<file path="src/rtl/core/pdf_pkg.sv">
`timescale 1ns / 1ps
`default_nettype none
// ----------------------------------------------------------------------------
// pdf_pkg
// Shared types and constants of the pixel downscale and flatten block.
// ----------------------------------------------------------------------------
package pdf_pkg;

    localparam int SRC_DIM_MAX = 4096;
    localparam int DST_DIM_MAX = 512;
    localparam int PAL_ENTRIES = 256;
    localparam int PAL_AW      = $clog2(PAL_ENTRIES);

    localparam int SDIM_W  = 13;   // source dimension register
    localparam int DDIM_W  = 10;   // output dimension register
    localparam int SCNT_W  = 12;   // source column / row counter
    localparam int OCNT_W  = 10;   // output column / row counter
    localparam int PROD_W  = 22;   // target products and low bounds
    localparam int POS_W   = 9;    // output position field
    localparam int WORD_W  = 32;
    localparam int CH_W    = 8;

    localparam int CFG_IDX_W  = 3;
    localparam int CFG_DATA_W = 13;

    localparam logic [CH_W-1:0] BG_RED   = 8'd5;
    localparam logic [CH_W-1:0] BG_GREEN = 8'd14;
    localparam logic [CH_W-1:0] BG_BLUE  = 8'd27;
    localparam logic [CH_W-1:0] OPAQUE   = 8'hff;
    localparam logic [WORD_W-1:0] BLACK_ARGB = 32'hff00_0000;

    typedef enum logic [1:0] {
        FMT_PAL8 = 2'd0,
        FMT_RGBA = 2'd1,
        FMT_BGRA = 2'd2,
        FMT_NONE = 2'd3
    } t_fmt;

    typedef enum logic [CFG_IDX_W-1:0] {
        CFG_FORMAT   = 3'd0,
        CFG_HAS_PAL  = 3'd1,
        CFG_SRC_W    = 3'd2,
        CFG_SRC_H    = 3'd3,
        CFG_DST_W    = 3'd4,
        CFG_DST_H    = 3'd5
    } t_cfg_idx;

    localparam logic CMD_PAL_WRITE = 1'b0;
    localparam logic CMD_PIXEL     = 1'b1;

    // Effective (clamped) frame dimensions
    typedef struct packed {
        logic [SDIM_W-1:0] sw;
        logic [SDIM_W-1:0] sh;
        logic [DDIM_W-1:0] dw;
        logic [DDIM_W-1:0] dh;
    } t_dims;

    // Item handed from the scan counters to the input stage
    typedef struct packed {
        logic              keep;
        logic [POS_W-1:0]  x;
        logic [POS_W-1:0]  y;
        logic              last;
    } t_scan_item;

endpackage

`default_nettype wire

</file>
<file path="src/rtl/core/pdf_flatten.sv">
`timescale 1ns / 1ps
`default_nettype none
// ----------------------------------------------------------------------------
// pdf_flatten
// Pixel decode by format and alpha blend onto the fixed background colour.
// ----------------------------------------------------------------------------
module pdf_flatten (
    input  wire pdf_pkg::t_fmt                 i_fmt,
    input  wire logic                          i_has_pal,
    input  wire logic [pdf_pkg::WORD_W-1:0]    i_word,
    input  wire logic [pdf_pkg::WORD_W-1:0]    i_pal_word,
    output logic      [pdf_pkg::CH_W-1:0]      o_red,
    output logic      [pdf_pkg::CH_W-1:0]      o_green,
    output logic      [pdf_pkg::CH_W-1:0]      o_blue
);

    // floor((c*a + bg*(255-a)) / 255); sum stays below 2^16, so the
    // divide is (x + 1 + x/256) / 256
    function automatic logic [pdf_pkg::CH_W-1:0] blend(
        input logic [pdf_pkg::CH_W-1:0] c,
        input logic [pdf_pkg::CH_W-1:0] a,
        input logic [pdf_pkg::CH_W-1:0] bg
    );
        logic [15:0] fg_p, bg_p;
        logic [16:0] sum, q;
        fg_p = c * a;
        bg_p = bg * (pdf_pkg::OPAQUE - a);
        sum  = {1'b0, fg_p} + {1'b0, bg_p};
        q    = sum + 17'd1 + {8'd0, sum[16:8]};
        return q[15:8];
    endfunction

    logic [pdf_pkg::WORD_W-1:0] argb;   // a in 31:24, r 23:16, g 15:8, b 7:0

    always_comb begin
        unique case (i_fmt)
            pdf_pkg::FMT_PAL8: argb = i_has_pal ? i_pal_word : pdf_pkg::BLACK_ARGB;
            pdf_pkg::FMT_RGBA: argb = {i_word[31:24], i_word[7:0], i_word[15:8],
                                       i_word[23:16]};
            pdf_pkg::FMT_BGRA: argb = i_word;
            pdf_pkg::FMT_NONE: argb = pdf_pkg::BLACK_ARGB;
            default:           argb = pdf_pkg::BLACK_ARGB;
        endcase

        if (argb[31:24] == pdf_pkg::OPAQUE) begin
            o_red   = argb[23:16];
            o_green = argb[15:8];
            o_blue  = argb[7:0];
        end else begin
            o_red   = blend(argb[23:16], argb[31:24], pdf_pkg::BG_RED);
            o_green = blend(argb[15:8],  argb[31:24], pdf_pkg::BG_GREEN);
            o_blue  = blend(argb[7:0],   argb[31:24], pdf_pkg::BG_BLUE);
        end
    end

endmodule

`default_nettype wire

</file>
<file path="config.mk">
export PLATFORM = sky130hd
export DESIGN_NAME = pdf_flatten
export DESIGN_NICKNAME = d
export VERILOG_FILES = /design/src/rtl/core/pdf_pkg.sv /design/src/rtl/core/pdf_flatten.sv
export SDC_FILE = /design/constraint.sdc
export NUM_CORES = 1
export LEC_CHECK = 0
export BUFFER_PORTS_ARGS = -buffer_cell sky130_fd_sc_hd__buf_4
export CORE_UTILIZATION = 52
export DETAILED_ROUTE_END_ITERATION = 8
export PLACE_DENSITY_LB_ADDON = 0.3
export SKIP_LAST_GASP = 1
export SLEW_MARGIN = 0
export SYNTH_ARGS = -nofsm -noshare
export SYNTH_HDL_FRONTEND = slang
export SYNTH_SLANG_ARGS = --single-unit
</file>
<file path="constraint.sdc">
create_clock -name vclk -period 10.4
set_clock_uncertainty 0.2 [all_clocks]
set_input_delay 0.52 -clock vclk [all_inputs]
set_output_delay 0.52 -clock vclk [all_outputs]
set_load 0.1 [all_outputs]
</file>
==> summary.md <==
| Metric | Value |
|---|---|
| Core box area | `20300 µm²` |
| RSZ-0062 raised after global routing | `false` |
| Crit start category | `primary input` |
| Ports | `91` |
| Detailed Routing Iterations Pass 1 | `5` |
| Port bufs | `91` |
| CP max FO | `7` |
| Crit Path Class | `primary input to primary output` |
| Placed Cells | `1728` |
| Crit-path max cell delay | `0.54 ns` |
| First-pass GRT wire length | `48.8 mm` |
| Standard-cell rows | `52` |
| Number of hold violations in the final report | `0` |
| Min Tclk post-route | `10.03 ns` |
| Initial drt markers | `603` |
| # setup viols final | `0` |
| Required @ worst endpoint | `9.68 ns` |
| Largest net degree at the start of global routing | `29` |
| Post-synthesis sequential area ratio | `0%` |
| Final non-filler cell total | `1729` |
| Worst-margin pin slew | `0.955 ns` |
| DRC violations left | `0` |
| GR Overflow Total | `0` |
| Max cap viols | `0` |
| Post-Synthesis Cells | `1350` |
| Routed vias/inst | `5.66` |
| Antenna viol nets, final | `0` |
| Max-slew violations | `0` |
| Status | `complete, no violations` |
| Die X | `146 µm` |
| DP HPWL | `25.1 mm` |
| Largest area contributor in the netlist | `fa_1` |
| Cell variety after synth | `71` |
| Post-Synthesis Cell Area | `10800 µm²` |
| Setup ws final | `0.373 ns` |
| Antenna violations before repair | `1` |
| Sequential Area | `0 µm²` |
| Share of layout cells above drive strength 1 | `12.8%` |
| Starting Density | `53.2%` |
| Tot GR Track Use | `28.6%` |
| Syn_area_per_cell | `8.00 µm²` |
| Slew HR | `36.3%` |
| DP Area | `12100 µm²` |
| P&R area growth vs syn | `12.8%` |
| Final instance area | `12200 µm²` |
| Area contributors post-synth | `fa_1 30%, ha_1 22%, inv_1 9.2%, nor2_1 4.4%, nand2_1 4.2%` |
| Crit. End Element | `primary output` |
| Yosys top cell area share | `30.4%` |
| Post-CTS setup buffers | `0` |
| Warnings from Yosys | `0` |
| Seq_cells | `0` |
| Crit share post-route | `96.4%` |
| Die area | `21400 µm²` |
| Final WL | `29.7 mm` |
| Routability cong. | `0.942` |
| Clock Buffer Count | `0` |
| NumNets Final | `1877` |
| Most frequent CP cell | `fa_1` |
| CP arrival | `9.31 ns` |
| Worst path slowest cell | `fa_1` |
| Fmax | `99.7 MHz` |
| Vias in the first global route | `9910` |
| Routed via count | `9782` |
| Die span in y | `146 µm` |
| Avg WL per Cell | `17.2 µm` |
| Place WS | `0.00605 ns` |
| Class of the worst hold path | `primary input to primary output` |
[cell usage after synthesis (5+ instances only)]
| cell | count |
|---|---|
| a211oi_1 | 9 |
| a21o_1 | 28 |
| a21oi_1 | 73 |
| a22oi_1 | 21 |
| and2_1 | 18 |
| and3_1 | 10 |
| clkbuf_1 | 21 |
| fa_1 | 164 |
| ha_1 | 186 |
| inv_1 | 266 |
| nand2_1 | 121 |
| nand2b_1 | 12 |
| nand3_1 | 13 |
| nand4_1 | 7 |
| nor2_1 | 128 |
| nor2b_1 | 5 |
| nor3_1 | 17 |
| o211ai_1 | 9 |
| o21a_1 | 11 |
| o21ai_0 | 46 |
| o21ai_1 | 6 |
| o21bai_1 | 11 |
| o22a_1 | 6 |
| or2_2 | 10 |
| or3_1 | 10 |
| xnor2_1 | 49 |
| xor2_1 | 16 |
[worst paths after layout]
check | from | end | slack, ns | depth (start not counted)
hold / removal | i_word[10] | o_green[2] | 1.58 | 5
setup / recovery | i_fmt[0] | o_blue[7] | 0.37 | 34
[placed cells by master, fill, tap and decap left out, types with 3 or more instances in the layout]
master / netlist / layout
o22a_1: 6 / 5
mux2i_1: 4 / 4
o31ai_1: 4 / 3
ha_1: 186 / 185
clkinv_1: 4 / 3
a21oi_1: 73 / 69
o21a_1: 11 / 11
nor4_1: 4 / 4
nor2_1: 128 / 127
and2_1: 18 / 18
nand4_1: 7 / 7
a21o_1: 28 / 28
a22oi_1: 21 / 20
or3_1: 10 / 9
inv_1: 266 / 266
o2111ai_1: 4 / 4
xnor2_1: 49 / 49
a211oi_1: 9 / 7
nor2b_1: 5 / 4
and4_1: 3 / 3
nor3_1: 17 / 16
o211ai_1: 9 / 9
o21ai_1: 6 / 13
fa_1: 164 / 164
a31o_2: 3 / 3
xor2_1: 16 / 16
nand2b_1: 12 / 12
or2_2: 10 / 10
nand2_1: 121 / 121
a31oi_1: 4 / 4
o21ai_4: 0 / 3
buf_4: 1 / 134
nand3_1: 13 / 13
o21bai_1: 11 / 11
and3_1: 10 / 10
o21ai_0: 46 / 34
a21oi_2: 1 / 3
[worst max-delay path, delay by kind of cell]
kind | cells | cell delay, ns
multiplexers | 1 | 0.12
AO/OA/AOI/OAI | 9 | 1.82
adder cells (fa/ha/maj) | 10 | 4.21
XOR/XNOR | 2 | 0.29
AND/OR/NAND/NOR | 6 | 1.71
buffers and inverters | 6 | 0.61
[cell type report]
cell class                      count  area [µm²]
Timing Repair Buffer              136        1030
Antenna cell                        1        2.50
Inverter                          272        1020
Multi-Input combinational cell   1050        9800
Fill cell                        1861        8110
Tap cell                          270         338
[per-stage QoR]
stage | utilization (%) | hold WS [ns] | setup TNS [ns]
5_1_grt | 60.0 | 1.59 | 0
3_5_place_dp | 59.7 | 1.57 | 0
6_report | 60.1 | 1.58 | 0
2_1_floorplan | - | 1.33 | -0.100
4_1_cts | 59.7 | 1.57 | 0
3_3_place_gp | 59.7 | 1.56 | 0
[cell families after synthesis]
| group | share of synthesized area, % |
|---|---|
| other | 0.0347 |
| buffers and inverters | 10.6 |
| XOR/XNOR | 5.42 |
| AO/OA/AOI/OAI | 16.2 |
| AND/OR/NAND/NOR | 15.4 |
| adder cells (fa/ha/maj) | 51.9 |
| multiplexers | 0.475 |
[what timing repair did]
item,in CTS,in global routing
hold buffers,0,0
endpoints found under the setup margin,1,8
pin swaps,0,8
resized for setup,2,16
[per-layer routing]
metal  GRT usage [%]  wire length (µm)
met1            38.8             12600
met2            47.1             13900
met3            3.34              2210
met4            9.79              1080
met5               0                 0
Power is not shown: default switching activity piles up to over one toggle a cycle in this logic, so the estimate is an artifact.
