<file path="src/rtl/core/pdf_pkg.sv">
`timescale 1ns / 1ps
`default_nettype none
// ----------------------------------------------------------------------------
// pdf_pkg
// Shared types and constants of the pixel downscale and flatten block.
// ----------------------------------------------------------------------------
package pdf_pkg;

    localparam int SRC_DIM_MAX = 4096;
    localparam int DST_DIM_MAX = 512;
    localparam int PAL_ENTRIES = 256;
    localparam int PAL_AW      = $clog2(PAL_ENTRIES);

    localparam int SDIM_W  = 13;   // source dimension register
    localparam int DDIM_W  = 10;   // output dimension register
    localparam int SCNT_W  = 12;   // source column / row counter
    localparam int OCNT_W  = 10;   // output column / row counter
    localparam int PROD_W  = 22;   // target products and low bounds
    localparam int POS_W   = 9;    // output position field
    localparam int WORD_W  = 32;
    localparam int CH_W    = 8;

    localparam int CFG_IDX_W  = 3;
    localparam int CFG_DATA_W = 13;

    localparam logic [CH_W-1:0] BG_RED   = 8'd5;
    localparam logic [CH_W-1:0] BG_GREEN = 8'd14;
    localparam logic [CH_W-1:0] BG_BLUE  = 8'd27;
    localparam logic [CH_W-1:0] OPAQUE   = 8'hff;
    localparam logic [WORD_W-1:0] BLACK_ARGB = 32'hff00_0000;

    typedef enum logic [1:0] {
        FMT_PAL8 = 2'd0,
        FMT_RGBA = 2'd1,
        FMT_BGRA = 2'd2,
        FMT_NONE = 2'd3
    } t_fmt;

    typedef enum logic [CFG_IDX_W-1:0] {
        CFG_FORMAT   = 3'd0,
        CFG_HAS_PAL  = 3'd1,
        CFG_SRC_W    = 3'd2,
        CFG_SRC_H    = 3'd3,
        CFG_DST_W    = 3'd4,
        CFG_DST_H    = 3'd5
    } t_cfg_idx;

    localparam logic CMD_PAL_WRITE = 1'b0;
    localparam logic CMD_PIXEL     = 1'b1;

    // Effective (clamped) frame dimensions
    typedef struct packed {
        logic [SDIM_W-1:0] sw;
        logic [SDIM_W-1:0] sh;
        logic [DDIM_W-1:0] dw;
        logic [DDIM_W-1:0] dh;
    } t_dims;

    // Item handed from the scan counters to the input stage
    typedef struct packed {
        logic              keep;
        logic [POS_W-1:0]  x;
        logic [POS_W-1:0]  y;
        logic              last;
    } t_scan_item;

endpackage

`default_nettype wire

</file>
<file path="src/rtl/core/pdf_scan.sv">
`timescale 1ns / 1ps
`default_nettype none
// ----------------------------------------------------------------------------
// pdf_scan
// Raster position counters and nearest-neighbour selection. Products are
// kept incrementally, so each pixel needs only adds and compares.
// ----------------------------------------------------------------------------
module pdf_scan (
    input  wire logic                i_clk,
    input  wire logic                i_rst_n,
    input  wire logic                i_step,     // source pixel accepted
    input  wire logic                i_restart,  // dimension write
    input  wire pdf_pkg::t_dims      i_dims,
    output pdf_pkg::t_scan_item      o_item
);

    logic [pdf_pkg::SCNT_W-1:0] r_scol, n_scol;
    logic [pdf_pkg::SCNT_W-1:0] r_srow, n_srow;
    logic [pdf_pkg::OCNT_W-1:0] r_ocol, n_ocol;
    logic [pdf_pkg::OCNT_W-1:0] r_orow, n_orow;
    logic [pdf_pkg::PROD_W-1:0] r_ctp, n_ctp;    // output column * sw
    logic [pdf_pkg::PROD_W-1:0] r_rtp, n_rtp;    // output row * sh
    logic [pdf_pkg::PROD_W-1:0] r_clo, n_clo;    // source column * dw
    logic [pdf_pkg::PROD_W-1:0] r_rlo, n_rlo;    // source row * dh

    logic [pdf_pkg::PROD_W:0]   col_hi, row_hi;
    logic                       col_hit, row_hit, end_row, end_frame;
    logic [pdf_pkg::SDIM_W-1:0] scol_inc, srow_inc;

    always_comb begin
        col_hi = {1'b0, r_clo} + (pdf_pkg::PROD_W+1)'(i_dims.dw);
        row_hi = {1'b0, r_rlo} + (pdf_pkg::PROD_W+1)'(i_dims.dh);
        col_hit = (r_ocol < i_dims.dw) && (r_ctp >= r_clo)
                  && ({1'b0, r_ctp} < col_hi);
        row_hit = (r_orow < i_dims.dh) && (r_rtp >= r_rlo)
                  && ({1'b0, r_rtp} < row_hi);
        scol_inc  = {1'b0, r_scol} + 1'b1;
        srow_inc  = {1'b0, r_srow} + 1'b1;
        end_row   = scol_inc >= i_dims.sw;
        end_frame = end_row && (srow_inc >= i_dims.sh);

        o_item.keep = col_hit && row_hit;
        o_item.x    = r_ocol[pdf_pkg::POS_W-1:0];
        o_item.y    = r_orow[pdf_pkg::POS_W-1:0];
        o_item.last = (r_ocol == i_dims.dw - 1'b1) && (r_orow == i_dims.dh - 1'b1);

        n_scol = r_scol;
        n_srow = r_srow;
        n_ocol = r_ocol;
        n_orow = r_orow;
        n_ctp  = r_ctp;
        n_rtp  = r_rtp;
        n_clo  = r_clo;
        n_rlo  = r_rlo;
        priority if (i_restart || (i_step && end_frame)) begin
            n_scol = '0;
            n_srow = '0;
            n_ocol = '0;
            n_orow = '0;
            n_ctp  = '0;
            n_rtp  = '0;
            n_clo  = '0;
            n_rlo  = '0;
        end else if (i_step && end_row) begin
            n_scol = '0;
            n_ocol = '0;
            n_ctp  = '0;
            n_clo  = '0;
            n_srow = srow_inc[pdf_pkg::SCNT_W-1:0];
            n_rlo  = r_rlo + pdf_pkg::PROD_W'(i_dims.dh);
            if (row_hit) begin
                n_orow = r_orow + 1'b1;
                n_rtp  = r_rtp + pdf_pkg::PROD_W'(i_dims.sh);
            end
        end else if (i_step) begin
            n_scol = scol_inc[pdf_pkg::SCNT_W-1:0];
            n_clo  = r_clo + pdf_pkg::PROD_W'(i_dims.dw);
            if (col_hit) begin
                n_ocol = r_ocol + 1'b1;
                n_ctp  = r_ctp + pdf_pkg::PROD_W'(i_dims.sw);
            end
        end
    end

    always_ff @(posedge i_clk) begin
        if (!i_rst_n) begin
            r_scol <= '0;
            r_srow <= '0;
            r_ocol <= '0;
            r_orow <= '0;
            r_ctp  <= '0;
            r_rtp  <= '0;
            r_clo  <= '0;
            r_rlo  <= '0;
        end else begin
            r_scol <= n_scol;
            r_srow <= n_srow;
            r_ocol <= n_ocol;
            r_orow <= n_orow;
            r_ctp  <= n_ctp;
            r_rtp  <= n_rtp;
            r_clo  <= n_clo;
            r_rlo  <= n_rlo;
        end
    end

endmodule

`default_nettype wire

</file>
<file path="config.mk">
export PLATFORM = sky130hd
export DESIGN_NAME = pdf_scan
export DESIGN_NICKNAME = d
export VERILOG_FILES = /design/src/rtl/core/pdf_pkg.sv /design/src/rtl/core/pdf_scan.sv
export SDC_FILE = /design/constraint.sdc
export NUM_CORES = 1
export LEC_CHECK = 0
export ABC_AREA = 1
export BUFFER_PORTS_ARGS = -buffer_cell sky130_fd_sc_hd__buf_4
export CAP_MARGIN = 20
export CORE_MARGIN = 2
export CORE_UTILIZATION = 55
export CTS_CLUSTER_DIAMETER = 30
export DETAILED_ROUTE_END_ITERATION = 16
export PLACE_DENSITY = 0.73
export SLEW_MARGIN = 20
export SYNTH_ARGS = -nofsm -noshare
export SYNTH_HDL_FRONTEND = slang
export SYNTH_SLANG_ARGS = --single-unit
</file>
<file path="constraint.sdc">
create_clock -name i_clk -period 5.73 [get_ports i_clk]
set_clock_uncertainty 0.1 [all_clocks]
set_input_delay 0.573 -clock i_clk [delete_from_list [all_inputs] [get_ports i_clk]]
set_output_delay 0.573 -clock i_clk [all_outputs]
set_load 0.005 [all_outputs]
</file>
==> impl_metrics.env, run 1 <==
export IMPL_synthArstFlopShare_pct=0
export IMPL_clock_root_buffer="sky130_fd_sc_hd__clkbuf_16"
export IMPL_grt_setup_unrepaired="false"
export IMPL_tritoncts="built"
export IMPL_detailed_placement_hpwl_mm=25.5
export IMPL_fp_dieArea_mm2=0.0240
export IMPL_global_route_usage_total_pct=28.3
export IMPL_yosys_area_top_type="sky130_fd_sc_hd__dfxtp_1"
export IMPL_synth_net_count=2111
export IMPL_syn_area_mm2=0.0126
export IMPL_worstPathArrival_ps=4140
export IMPL_max_cap_violations=0
export IMPL_hold_worst_slack_ps=379
export IMPL_worstSkewPairLatency_ps=430
export IMPL_area_delta_synth_final_pct=9.12
export IMPL_reg2reg_to="r_ctp[14]"
export IMPL_netlist_instances=1873
export IMPL_ff2ff_setup_slack_ps=1290
export IMPL_ys_types=47
export IMPL_core_area_mm2=0.0225
export IMPL_setup_violations_final=0
export IMPL_layout_cell_area_non_filler_mm2=0.0137
export IMPL_power_leakage_nw=6.42
export IMPL_worst_tran_pin_value_ps=736
export IMPL_port_buffer_cells=69
export IMPL_global_route_wire_length_before_repair_mm=55.5
export IMPL_crit_required_ps=5060
export IMPL_firstDrtPassIters=6
export IMPL_synth_seq_area_share_pct=21.1
export IMPL_initial_utilization_pct=55.8
export IMPL_tritoncts_num_sinks=132
export IMPL_r2r_start="r_clo[0]"
export IMPL_grtUsageMet1_pct=33.8
export IMPL_synth_top_cells_by_count="sky130_fd_sc_hd__nand2_1 (391), sky130_fd_sc_hd__inv_1 (269), sky130_fd_sc_hd__nor2_1 (189)"
export IMPL_final_util_pct=60.9
export IMPL_wl_mm=33.8
export IMPL_buffers_inserted_during_post_cts_setup_optimization=0
export IMPL_clkSlewWorstSetupHoldPaths_ps=60
export IMPL_finalSetupTns_ps=0
export IMPL_post_route_cells_drive_above_1_share_pct=6.74
export IMPL_worst_hold_startpoint="r_srow[10]"
export IMPL_io_pins=70
export IMPL_slew_viol_final=0
export IMPL_synthDominantCellAreaShare_pct=21.1
export IMPL_cp_max_fo=3
export IMPL_ant_nets=0
export IMPL_vias=12100
export IMPL_setup_worst_path_end_class="output pin"
export IMPL_netlist_top_cells_area="sky130_fd_sc_hd__dfxtp_1 (21%), sky130_fd_sc_hd__ha_1 (18%), sky130_fd_sc_hd__nand2_1 (12%), sky130_fd_sc_hd__inv_1 (8.0%), sky130_fd_sc_hd__a21oi_1 (6.0%)"
export IMPL_slew_limit_headroom_pct=50.9
export IMPL_power_ir_vdd_worst_mv=0.150
export IMPL_report_final_hold_viol_count=0
export IMPL_worstRegToRegCells=26
export IMPL_ys_seq_elements=132
export IMPL_clockBufferDepth=2
export IMPL_cts_repair_resized=0
export IMPL_setup_worst_path_start_class="register"
export IMPL_nNetsFinal=2142
export IMPL_critical_path_endpoint="o_item[19]"
export IMPL_fp_dieW_um=155
export IMPL_synthMostInstantiatedCell="sky130_fd_sc_hd__nand2_1"
export IMPL_number_of_antenna_violations_at_the_first_check_in_global_routing=0
export IMPL_final_min_clock_period_ps=4810
export IMPL_cellPowerDensity_mw_per_mm2=202
export IMPL_met2_usage_pct=51.2
export IMPL_h_tree_depth=4
export IMPL_crit_start="r_clo[0]"
export IMPL_post_drt_wl_per_cell_um=15.3
export IMPL_grt_overflow=0
export IMPL_cts_hold_buffers=0
export IMPL_cts_buffers_inserted=17
export IMPL_synth_edff_count=0
export IMPL_top_usage_layer="met2"
export IMPL_pin_count_of_the_biggest_net_entering_global_routing=70
export IMPL_grt_pass1_vias=11600
export IMPL_fillCellCount=2146
export IMPL_fraction_of_met3_tracks_used_by_global_routing_pct=4.07
export IMPL_place_gp_congestion=0.904
export IMPL_post_route_period_util_pct=84.0
export IMPL_rows=55
export IMPL_worst_hold_path_num_cells=2
export IMPL_first_iter_violations=749
export IMPL_total_power_mw=2.77
export IMPL_remaining_drc_errors=0
export IMPL_diodes=0
export IMPL_die_h_um=155
export IMPL_synthesis_yosys_warnings=0
export IMPL_max_freq_ghz=0.208
export IMPL_ys_flop_type="sky130_fd_sc_hd__dfxtp_1"
export IMPL_hold_path_class="register to register"
export IMPL_routed_vias_inst=5.52
export IMPL_status="completed"
export IMPL_synth_avg_cell_area_um2=6.70
export IMPL_dpl_instance_area_mm2=0.0131
export IMPL_critPathKind="register to output pin"
-- worst max-delay path, stage by stage, from the launching register on --
cell	delay (ps)
sky130_fd_sc_hd__dfxtp_1	370
sky130_fd_sc_hd__ha_1	180
sky130_fd_sc_hd__inv_1	60
sky130_fd_sc_hd__fa_1	400
sky130_fd_sc_hd__inv_1	100
sky130_fd_sc_hd__nand2_1	60
sky130_fd_sc_hd__nand3_1	130
sky130_fd_sc_hd__inv_1	70
sky130_fd_sc_hd__o21bai_1	210
sky130_fd_sc_hd__nand2_1	100
sky130_fd_sc_hd__a21oi_1	260
sky130_fd_sc_hd__nand2_1	130
sky130_fd_sc_hd__xor2_1	180
sky130_fd_sc_hd__inv_1	80
sky130_fd_sc_hd__ha_1	290
sky130_fd_sc_hd__nand2_1	90
sky130_fd_sc_hd__nor2_1	50
sky130_fd_sc_hd__a211oi_1	190
sky130_fd_sc_hd__nor2_1	80
sky130_fd_sc_hd__nor2_1	100
sky130_fd_sc_hd__nand2_1	70
sky130_fd_sc_hd__nor2_2	100
sky130_fd_sc_hd__nand2_1	80
sky130_fd_sc_hd__nor2_1	180
sky130_fd_sc_hd__buf_4	150
-- worst min path at each step --
stage / endpoint / slack [ps]
global route: r_clo[7] / 410
CTS: r_srow[4] / 380
detailed placement: r_srow[4] / 370
floorplan: r_srow[5] / 340
global placement: r_srow[10] / 370
finish: r_srow[10] / 380
-- registers in the layout (all words and copies together) (netlist names) --
signal  flops
r_srow     12
r_rtp      22
r_scol     12
r_rlo      22
r_clo      22
r_ocol     10
r_orow     10
r_ctp      22
-- final cells by class --
cell class | instances | area, um2 | share of cell area (%)
repair buffers | 81 | 608 | 4.44
clock buffers | 21 | 470 | 3.44
multi-input cells | 1400 | 8520 | 62.2
flip-flops and latches | 132 | 2640 | 19.3
clock inverters | 9 | 81.3 | 0.594
well taps | 285 | 357 | 2.60
inverters | 272 | 1020 | 7.45
-- cell families after synthesis --
kind of cell	Yosys count	synth area share (%)
AND/OR/NAND/NOR	808	27.8
buffers and inverters	341	11.2
AO/OA/AOI/OAI	293	13.2
adder cells (fa/ha/maj)	188	19.0
flip-flops	132	21.1
XOR/XNOR	111	7.75
-- metal layers --
metal / part of all wire, % / up-vias
li1: - / 6253
met3: 3.7 / 68
met4: 2.9 / 0
met2: 50 / 248
met1: 44 / 5576
met5: 0 / -
-- metrics by stage --
| stage | setup slack, ps | std cells |
|---|---|---|
| after floorplan | 1560 | 1873 |
| after global placement | 1090 | 2170 |
| after detailed placement | 993 | 2170 |
| after CTS | 859 | 2200 |
| after global routing | 517 | 2200 |
| final | 917 | 2200 |
-- power breakdown --
| part | leakage [nW] | internal, mW | switching (mW) | total, mW |
|---|---|---|---|---|
| logic | 5.08 | 0.254 | 0.467 | 0.721 |
| registers | 1.07 | 0.942 | 0.0348 | 0.977 |
| clock network | 0.267 | 0.624 | 0.445 | 1.07 |
-- placed cells by master (no fill, tap or decap), drive strengths merged, types with 4 or more instances in the layout --
cell type	n
inv	271
clkbuf	21
xor2	80
or2	6
o21bai	7
o211ai	7
o22ai	13
nand3	91
o21a	5
nor3	32
nand4	82
ha	184
a21o	6
nand3b	5
a211oi	27
nand2	393
xnor2	31
clkinv	6
o21ai	60
a31oi	5
dfxtp	132
fa	4
nor2	193
buf	81
a21oi	151
No activity file was read; power rests on OpenSTA's default activity.
==> run 2, diff against run 1 <==
--- a/config.mk
+++ b/config.mk
@@ -5,14 +5,14 @@
 export SDC_FILE = /design/constraint.sdc
 export NUM_CORES = 1
 export LEC_CHECK = 0
-export ABC_AREA = 1
+export ABC_AREA = 0
 export BUFFER_PORTS_ARGS = -buffer_cell sky130_fd_sc_hd__buf_4
 export CAP_MARGIN = 20
 export CORE_MARGIN = 2
 export CORE_UTILIZATION = 55
 export CTS_CLUSTER_DIAMETER = 30
 export DETAILED_ROUTE_END_ITERATION = 16
-export PLACE_DENSITY = 0.73
+export PLACE_DENSITY = 0.76
 export SLEW_MARGIN = 20
 export SYNTH_ARGS = -nofsm -noshare
 export SYNTH_HDL_FRONTEND = slang
==> constraint.sdc (replaced) <==
create_clock -name i_clk -period 3.9 [get_ports i_clk]
set_clock_uncertainty 0.1 [all_clocks]
set_input_delay 0.39 -clock i_clk [delete_from_list [all_inputs] [get_ports i_clk]]
set_output_delay 0.39 -clock i_clk [all_outputs]
set_load 0.005 [all_outputs]
==> impl_metrics.env, run 2 <==
export IMPL_status="complete, but fails checks"
export IMPL_violations="setup timing"
export IMPL_max_freq_ghz=0.207
export IMPL_cts_buffers_inserted=17
export IMPL_clock_root_buffer="sky130_fd_sc_hd__clkbuf_16"
export IMPL_vias=11400
export IMPL_power_ir_vdd_worst_mv=0.307
export IMPL_netlist_instances=1425
export IMPL_clkSlewWorstSetupHoldPaths_ps=60
export IMPL_crit_required_ps=3410
export IMPL_clockBufferDepth=2
export IMPL_yosys_area_top_type="sky130_fd_sc_hd__dfxtp_1"
export IMPL_area_delta_synth_final_pct=28.8
export IMPL_synthMostInstantiatedCell="sky130_fd_sc_hd__ha_1"
export IMPL_ys_seq_elements=132
export IMPL_multi_input_area_mm2=0.00893
export IMPL_dpl_instance_area_mm2=0.0133
export IMPL_detailed_placement_hpwl_mm=23.3
export IMPL_synth_top_cells_by_count="sky130_fd_sc_hd__ha_1 (184), sky130_fd_sc_hd__dfxtp_1 (132), sky130_fd_sc_hd__nor2_1 (132)"
export IMPL_initial_utilization_pct=55.5
export IMPL_total_power_mw=4.08
export IMPL_ant_nets=0
export IMPL_synth_seq_area_share_pct=22.9
export IMPL_max_cap_violations=0
export IMPL_worstRegToRegCells=20
export IMPL_slew_limit_headroom_pct=35.8
export IMPL_critPathKind="register to output pin"
export IMPL_post_route_period_util_pct=124
export IMPL_worst_tran_pin_value_ps=963
export IMPL_synthDominantCellAreaShare_pct=22.9
export IMPL_hold_path_class="input port to register"
export IMPL_cts_hold_buffers=0
export IMPL_place_gp_congestion=0.941
export IMPL_diodes=0
export IMPL_ys_flop_type="sky130_fd_sc_hd__dfxtp_1"
export IMPL_post_drt_wl_per_cell_um=18.1
export IMPL_syn_area_mm2=0.0116
export IMPL_tritoncts_num_sinks=132
export IMPL_setup_violations_final=65
export IMPL_register_area_mm2=0.00265
export IMPL_cp_max_fo=3
export IMPL_wl_mm=34.6
export IMPL_firstDrtPassIters=5
export IMPL_preCtsSetupSlack_ps=-802
export IMPL_remaining_drc_errors=0
export IMPL_number_of_antenna_violations_at_the_first_check_in_global_routing=0
export IMPL_layout_commonest_cell="sky130_fd_sc_hd__buf_4"
export IMPL_die_h_um=149
export IMPL_fillCellCount=1532
export IMPL_grt_setup_unrepaired="true"
export IMPL_final_util_pct=71.5
export IMPL_h_tree_depth=4
export IMPL_synth_edff_count=0
export IMPL_synthesis_yosys_warnings=0
export IMPL_final_critical_path_setup_slack_ps=-928
export IMPL_synthArstFlopShare_pct=0
export IMPL_grt_overflow=0
export IMPL_first_iter_violations=694
export IMPL_pin_count_of_the_biggest_net_entering_global_routing=57
export IMPL_synth_avg_cell_area_um2=8.11
export IMPL_layout_cell_area_non_filler_mm2=0.0149
export IMPL_core_area_mm2=0.0208
export IMPL_rows=53
export IMPL_grt_pass1_vias=11000
export IMPL_routed_vias_inst=5.95
export IMPL_netlist_top_cells_area="sky130_fd_sc_hd__dfxtp_1 (23%), sky130_fd_sc_hd__ha_1 (20%), sky130_fd_sc_hd__xnor2_1 (6.7%), sky130_fd_sc_hd__xor2_1 (4.3%), sky130_fd_sc_hd__nor2_1 (4.3%)"
export IMPL_layout_cells_most_common_list="sky130_fd_sc_hd__buf_4 (200), sky130_fd_sc_hd__ha_1 (178), sky130_fd_sc_hd__dfxtp_1 (128)"
export IMPL_worstSkewPairLatency_ps=440
export IMPL_worstPathArrival_ps=4340
export IMPL_fp_dieW_um=149
export IMPL_power_leakage_nw=6.72
export IMPL_post_route_cells_drive_above_1_share_pct=23.6
export IMPL_ys_types=70
export IMPL_setup_worst_path_end_class="output pin"
export IMPL_tritoncts="built"
export IMPL_fp_dieArea_mm2=0.0222
export IMPL_synth_net_count=1663
export IMPL_global_route_usage_total_pct=28.8
export IMPL_report_final_hold_viol_count=0
export IMPL_worst_hold_path_num_cells=4
export IMPL_global_route_wire_length_before_repair_mm=52.1
export IMPL_io_pins=70
export IMPL_slew_viol_final=0
export IMPL_final_min_clock_period_ps=4830
export IMPL_setup_worst_path_start_class="register"
export IMPL_port_buffer_cells=69
export IMPL_cellPowerDensity_mw_per_mm2=274
export IMPL_nNetsFinal=1860
run 2: cell types whose count changed in the layout (fill, tap and decap cells not counted), moves of 25 or more:
cell | previous run | this run
sky130_fd_sc_hd__nand2_1 | 390 | 85
sky130_fd_sc_hd__a21oi_1 | 149 | 62
sky130_fd_sc_hd__nand3_1 | 90 | 40
sky130_fd_sc_hd__xnor2_1 | 31 | 80
sky130_fd_sc_hd__buf_4 | 81 | 200
sky130_fd_sc_hd__and3_1 | 1 | 33
sky130_fd_sc_hd__inv_1 | 269 | 107
sky130_fd_sc_hd__nor2_1 | 189 | 126
sky130_fd_sc_hd__mux2i_1 | 0 | 34
sky130_fd_sc_hd__nand4_1 | 82 | 28
sky130_fd_sc_hd__a21o_1 | 6 | 31
run 2: critical path, cell delays in order, from the launching register on:
cell and delay [ps]:
sky130_fd_sc_hd__dfxtp_4 360, sky130_fd_sc_hd__ha_4 210, sky130_fd_sc_hd__a21o_1 190, sky130_fd_sc_hd__a21oi_2 170, sky130_fd_sc_hd__nor2b_1 80, sky130_fd_sc_hd__o31a_1 280, sky130_fd_sc_hd__o41a_1 370, sky130_fd_sc_hd__a21oi_1 190
sky130_fd_sc_hd__xor2_1 230, sky130_fd_sc_hd__ha_1 310, sky130_fd_sc_hd__a21oi_1 180, sky130_fd_sc_hd__a21boi_0 100, sky130_fd_sc_hd__o21ai_0 160, sky130_fd_sc_hd__a21oi_1 110, sky130_fd_sc_hd__o41ai_2 320, sky130_fd_sc_hd__a32o_2 220
sky130_fd_sc_hd__nand4_1 100, sky130_fd_sc_hd__nor2_2 200, sky130_fd_sc_hd__buf_4 140
run 2: worst paths after layout:
check,slack [ps],end,start
setup / recovery,-930,o_item[19],r_clo[1]
hold / removal,250,r_ctp[0],i_dims[33]
setup reg to reg,-790,r_ocol[7],r_clo[1]
hold reg to reg,410,r_ctp[0],r_ctp[0]
run 2: where the power goes:
part	leakage (nW)	switching, mW	internal (mW)	total, mW
clock	0.259	0.700	0.887	1.59
sequential	1.07	0.0336	1.37	1.41
combinational	5.39	0.553	0.533	1.09
run 2: metal layers:
metal	vias to the layer above	part of all wire [%]	wire (um)	track usage, %
li1	5457	-	-	-
met2	390	50	17300	52.4
met3	133	5.9	2060	4.25
met4	0	4.6	1600	11.4
met1	5383	40	13700	33.9
met5	-	0	0	0
run 2: final cells by class:
type	count	area share, %
Tap cell	275	2.31
Clock buffer	19	2.91
Inverter	112	2.82
Multi-Input combinational cell	1127	60.0
Sequential cell	132	17.8
Timing Repair Buffer	232	13.3
Clock inverter	13	0.857
run 2: cell families (layout without fill, tap and decap cells):
kind of cell,count (synthesis),count (layout),share of synthesized area [%]
multiplexers,38,38,3.32
AND/OR/NAND/NOR,472,472,20.2
flip-flops,132,132,22.9
adder cells (fa/ha/maj),188,188,20.6
XOR/XNOR,146,146,11.1
buffers and inverters,166,376,6.05
AO/OA/AOI/OAI,283,283,15.9
run 2: timing repair:
| item | 4_1_cts | 5_1_grt |
|---|---|---|
| setup endpoints to repair | 64 | 82 |
| gates resized for setup | 59 | 83 |
| gates cloned | 1 | 4 |
| pin swaps | 17 | 61 |
| endpoints found under the hold margin | 0 | 0 |
| setup buffers | 16 | 25 |
run 2: metrics by stage:
stage                     hold slack, ps  instances  setup TNS (ps)
final                                246       1910          -35400
after global placement               369       1834          -27780
after floorplan                      352       1425           -6610
after detailed placement             374       1834          -35540
after CTS                            241       1883          -17840
after global routing                 262       1910          -46320
==> run 3, diff against run 2 <==
--- a/config.mk
+++ b/config.mk
@@ -13,6 +13,7 @@
 export CTS_CLUSTER_DIAMETER = 30
 export DETAILED_ROUTE_END_ITERATION = 16
 export PLACE_DENSITY = 0.76
+export REMOVE_ABC_BUFFERS = 1
 export SLEW_MARGIN = 20
 export SYNTH_ARGS = -nofsm -noshare
 export SYNTH_HDL_FRONTEND = slang
==> constraint.sdc (replaced) <==
create_clock -name i_clk -period 4 [get_ports i_clk]
set_clock_uncertainty 0.1 [all_clocks]
set_input_delay 0.4 -clock i_clk [delete_from_list [all_inputs] [get_ports i_clk]]
set_output_delay 0.4 -clock i_clk [all_outputs]
set_load 0.005 [all_outputs]
==> impl_metrics.env, run 3 (synthesized netlist as in run 2, its figures left out) <==
export IMPL_detailed_placement_hpwl_mm=23.9
export IMPL_vias=11100
export IMPL_layout_commonest_cell="sky130_fd_sc_hd__buf_4"
export IMPL_cp_max_fo=8
export IMPL_global_route_usage_total_pct=30.2
export IMPL_post_route_cells_drive_above_1_share_pct=23.9
export IMPL_ant_nets=0
export IMPL_violations="setup timing"
export IMPL_grt_overflow=0
export IMPL_port_buffer_cells=69
export IMPL_post_drt_wl_per_cell_um=18.2
export IMPL_dpl_instance_area_mm2=0.0131
export IMPL_crit_slowest_cell="sky130_fd_sc_hd__dfxtp_2"
export IMPL_global_route_wire_length_before_repair_mm=53.6
export IMPL_setup_worst_path_start_class="register"
export IMPL_crit_path_cell_trace="ha_4, a21o_1, a21oi_2, nor2b_2, o31a_1, o41a_1, a21oi_1, buf_4, nor2_4, xnor2_2, ha_1, nand4_1, nor3_2, o211ai_1, a21oi_1, o41ai_2, a32o_2, nand4_1, nor2_2, buf_4"
export IMPL_fillCellCount=1538
export IMPL_power_leakage_nw=6.73
export IMPL_grt_setup_unrepaired="true"
export IMPL_initial_utilization_pct=55.5
export IMPL_power_ir_vdd_worst_mv=0.287
export IMPL_worst_tran_pin_value_ps=829
export IMPL_fp_dieW_um=149
export IMPL_grt_pass1_vias=11100
export IMPL_place_gp_congestion=0.924
export IMPL_cts_buffers_inserted=17
export IMPL_core_area_mm2=0.0208
export IMPL_tritoncts="built"
export IMPL_layout_cell_area_non_filler_mm2=0.0149
export IMPL_hold_path_class="input port to register"
export IMPL_clockBufferDepth=2
export IMPL_pin_count_of_the_biggest_net_entering_global_routing=61
export IMPL_h_tree_depth=4
export IMPL_wl_mm=34.6
export IMPL_crit_required_ps=3500
export IMPL_diodes=0
export IMPL_tritoncts_num_sinks=132
export IMPL_setup_worst_path_end_class="output pin"
export IMPL_slew_limit_headroom_pct=44.7
export IMPL_status="complete, but fails checks"
export IMPL_final_critical_path_setup_slack_ps=-746
export IMPL_clock_root_buffer="sky130_fd_sc_hd__clkbuf_16"
export IMPL_post_route_period_util_pct=119
export IMPL_worstSkewPairLatency_ps=430
export IMPL_critPathKind="register to output pin"
export IMPL_number_of_antenna_violations_at_the_first_check_in_global_routing=0
export IMPL_routed_vias_inst=5.85
export IMPL_report_final_hold_viol_count=0
export IMPL_critical_path_s_top_delay_family="compound AO/OA/AOI/OAI gates"
export IMPL_area_delta_synth_final_pct=29.0
export IMPL_final_cell_count_no_fill=1896
export IMPL_finalSetupTns_ps=-23350
export IMPL_max_cap_violations=0
export IMPL_clkSlewWorstSetupHoldPaths_ps=60
export IMPL_final_util_pct=71.6
export IMPL_cellPowerDensity_mw_per_mm2=291
export IMPL_first_iter_violations=716
export IMPL_final_min_clock_period_ps=4750
export IMPL_rows=53
export IMPL_placed_cells=1832
export IMPL_setup_violations_final=63
export IMPL_io_pins=70
export IMPL_remaining_drc_errors=0
export IMPL_max_freq_ghz=0.211
export IMPL_die_h_um=149
export IMPL_fp_dieArea_mm2=0.0222
export IMPL_slew_viol_final=0
export IMPL_firstDrtPassIters=5
export IMPL_layout_cells_most_common_list="sky130_fd_sc_hd__buf_4 (190), sky130_fd_sc_hd__ha_1 (179), sky130_fd_sc_hd__dfxtp_1 (128)"
export IMPL_total_power_mw=4.34
export IMPL_nNetsFinal=1847
export IMPL_timing_critical_path_buf_inv=2
export IMPL_worstPathArrival_ps=4250
export IMPL_max_stage_delay_ps=350
## run 3: cell count changes in the layout (fill, tap and decap cells not counted), sizes merged
cell | before | now
buf | 228 | 218
bufinv | 1 | 6
clkbuf | 23 | 20
clkinvlp | 5 | 2
inv | 115 | 113
clkinv | 4 | 3
## run 3: final timing paths
path	start	slack [ps]	end	depth (start not counted)
max	r_clo[1]	-750	o_item[19]	20
min	i_step	190	r_clo[1]	2
max reg2reg	r_clo[1]	-630	r_ctp[16]	23
min reg2reg	r_rlo[21]	410	r_rlo[21]	1
## run 3: routing by layer
metal,wire length (um),track usage [%]
met4,1610,14.9
met5,0,0
met2,16900,52.9
met1,14500,36.0
met3,1530,4.59
## run 3: worst reg2reg max path, stage by stage (launching register included)
cell and delay (ps):
sky130_fd_sc_hd__dfxtp_2 350, sky130_fd_sc_hd__ha_4 200, sky130_fd_sc_hd__a21o_1 190, sky130_fd_sc_hd__a21oi_2 200
sky130_fd_sc_hd__nor2b_2 60, sky130_fd_sc_hd__o31a_1 260, sky130_fd_sc_hd__o41a_1 340, sky130_fd_sc_hd__a21oi_1 150
sky130_fd_sc_hd__buf_4 220, sky130_fd_sc_hd__nor2_4 50, sky130_fd_sc_hd__xnor2_2 130, sky130_fd_sc_hd__ha_1 290
sky130_fd_sc_hd__nand4_1 110, sky130_fd_sc_hd__nor3_2 50, sky130_fd_sc_hd__o211ai_1 170, sky130_fd_sc_hd__a21oi_1 80
sky130_fd_sc_hd__o41ai_2 310, sky130_fd_sc_hd__a32o_2 190, sky130_fd_sc_hd__buf_4 120, sky130_fd_sc_hd__buf_8 130
sky130_fd_sc_hd__nand4_1 180, sky130_fd_sc_hd__buf_6 200, sky130_fd_sc_hd__or4_4 410, sky130_fd_sc_hd__nand2_2 70
## run 3: layout make-up
type                    instances  area (um2)  area share (%)
clock buffers                  19         443            2.97
clock inverters                12         226            1.52
inverters                     112         420            2.82
multi-input cells            1127        8990            60.3
flip-flops and latches        132        2650            17.8
well taps                     275         344            2.31
repair buffers                219        1840            12.4
## run 3: report_power, final
group	internal, mW	total [mW]	switching [mW]
logic	0.534	1.11	0.578
clock network	1.19	1.84	0.653
registers	1.34	1.38	0.0434
total	3.06	4.34	1.27
## run 3: stage by stage
stage	setup slack, ps	hold WS (ps)
CTS	-725	162
global route	-933	193
finish	-746	188
floorplan	-921	352
detailed placement	-768	387
global placement	-648	387
## run 3: what timing repair did
| item | in CTS | in global routing |
|---|---|---|
| hold buffers | 0 | 0 |
| endpoints found under the setup margin | 65 | 75 |
| pin swaps | 53 | 86 |
| gates cloned | 4 | 1 |
| gates resized for setup | 72 | 121 |
| buffers inserted | 22 | 15 |
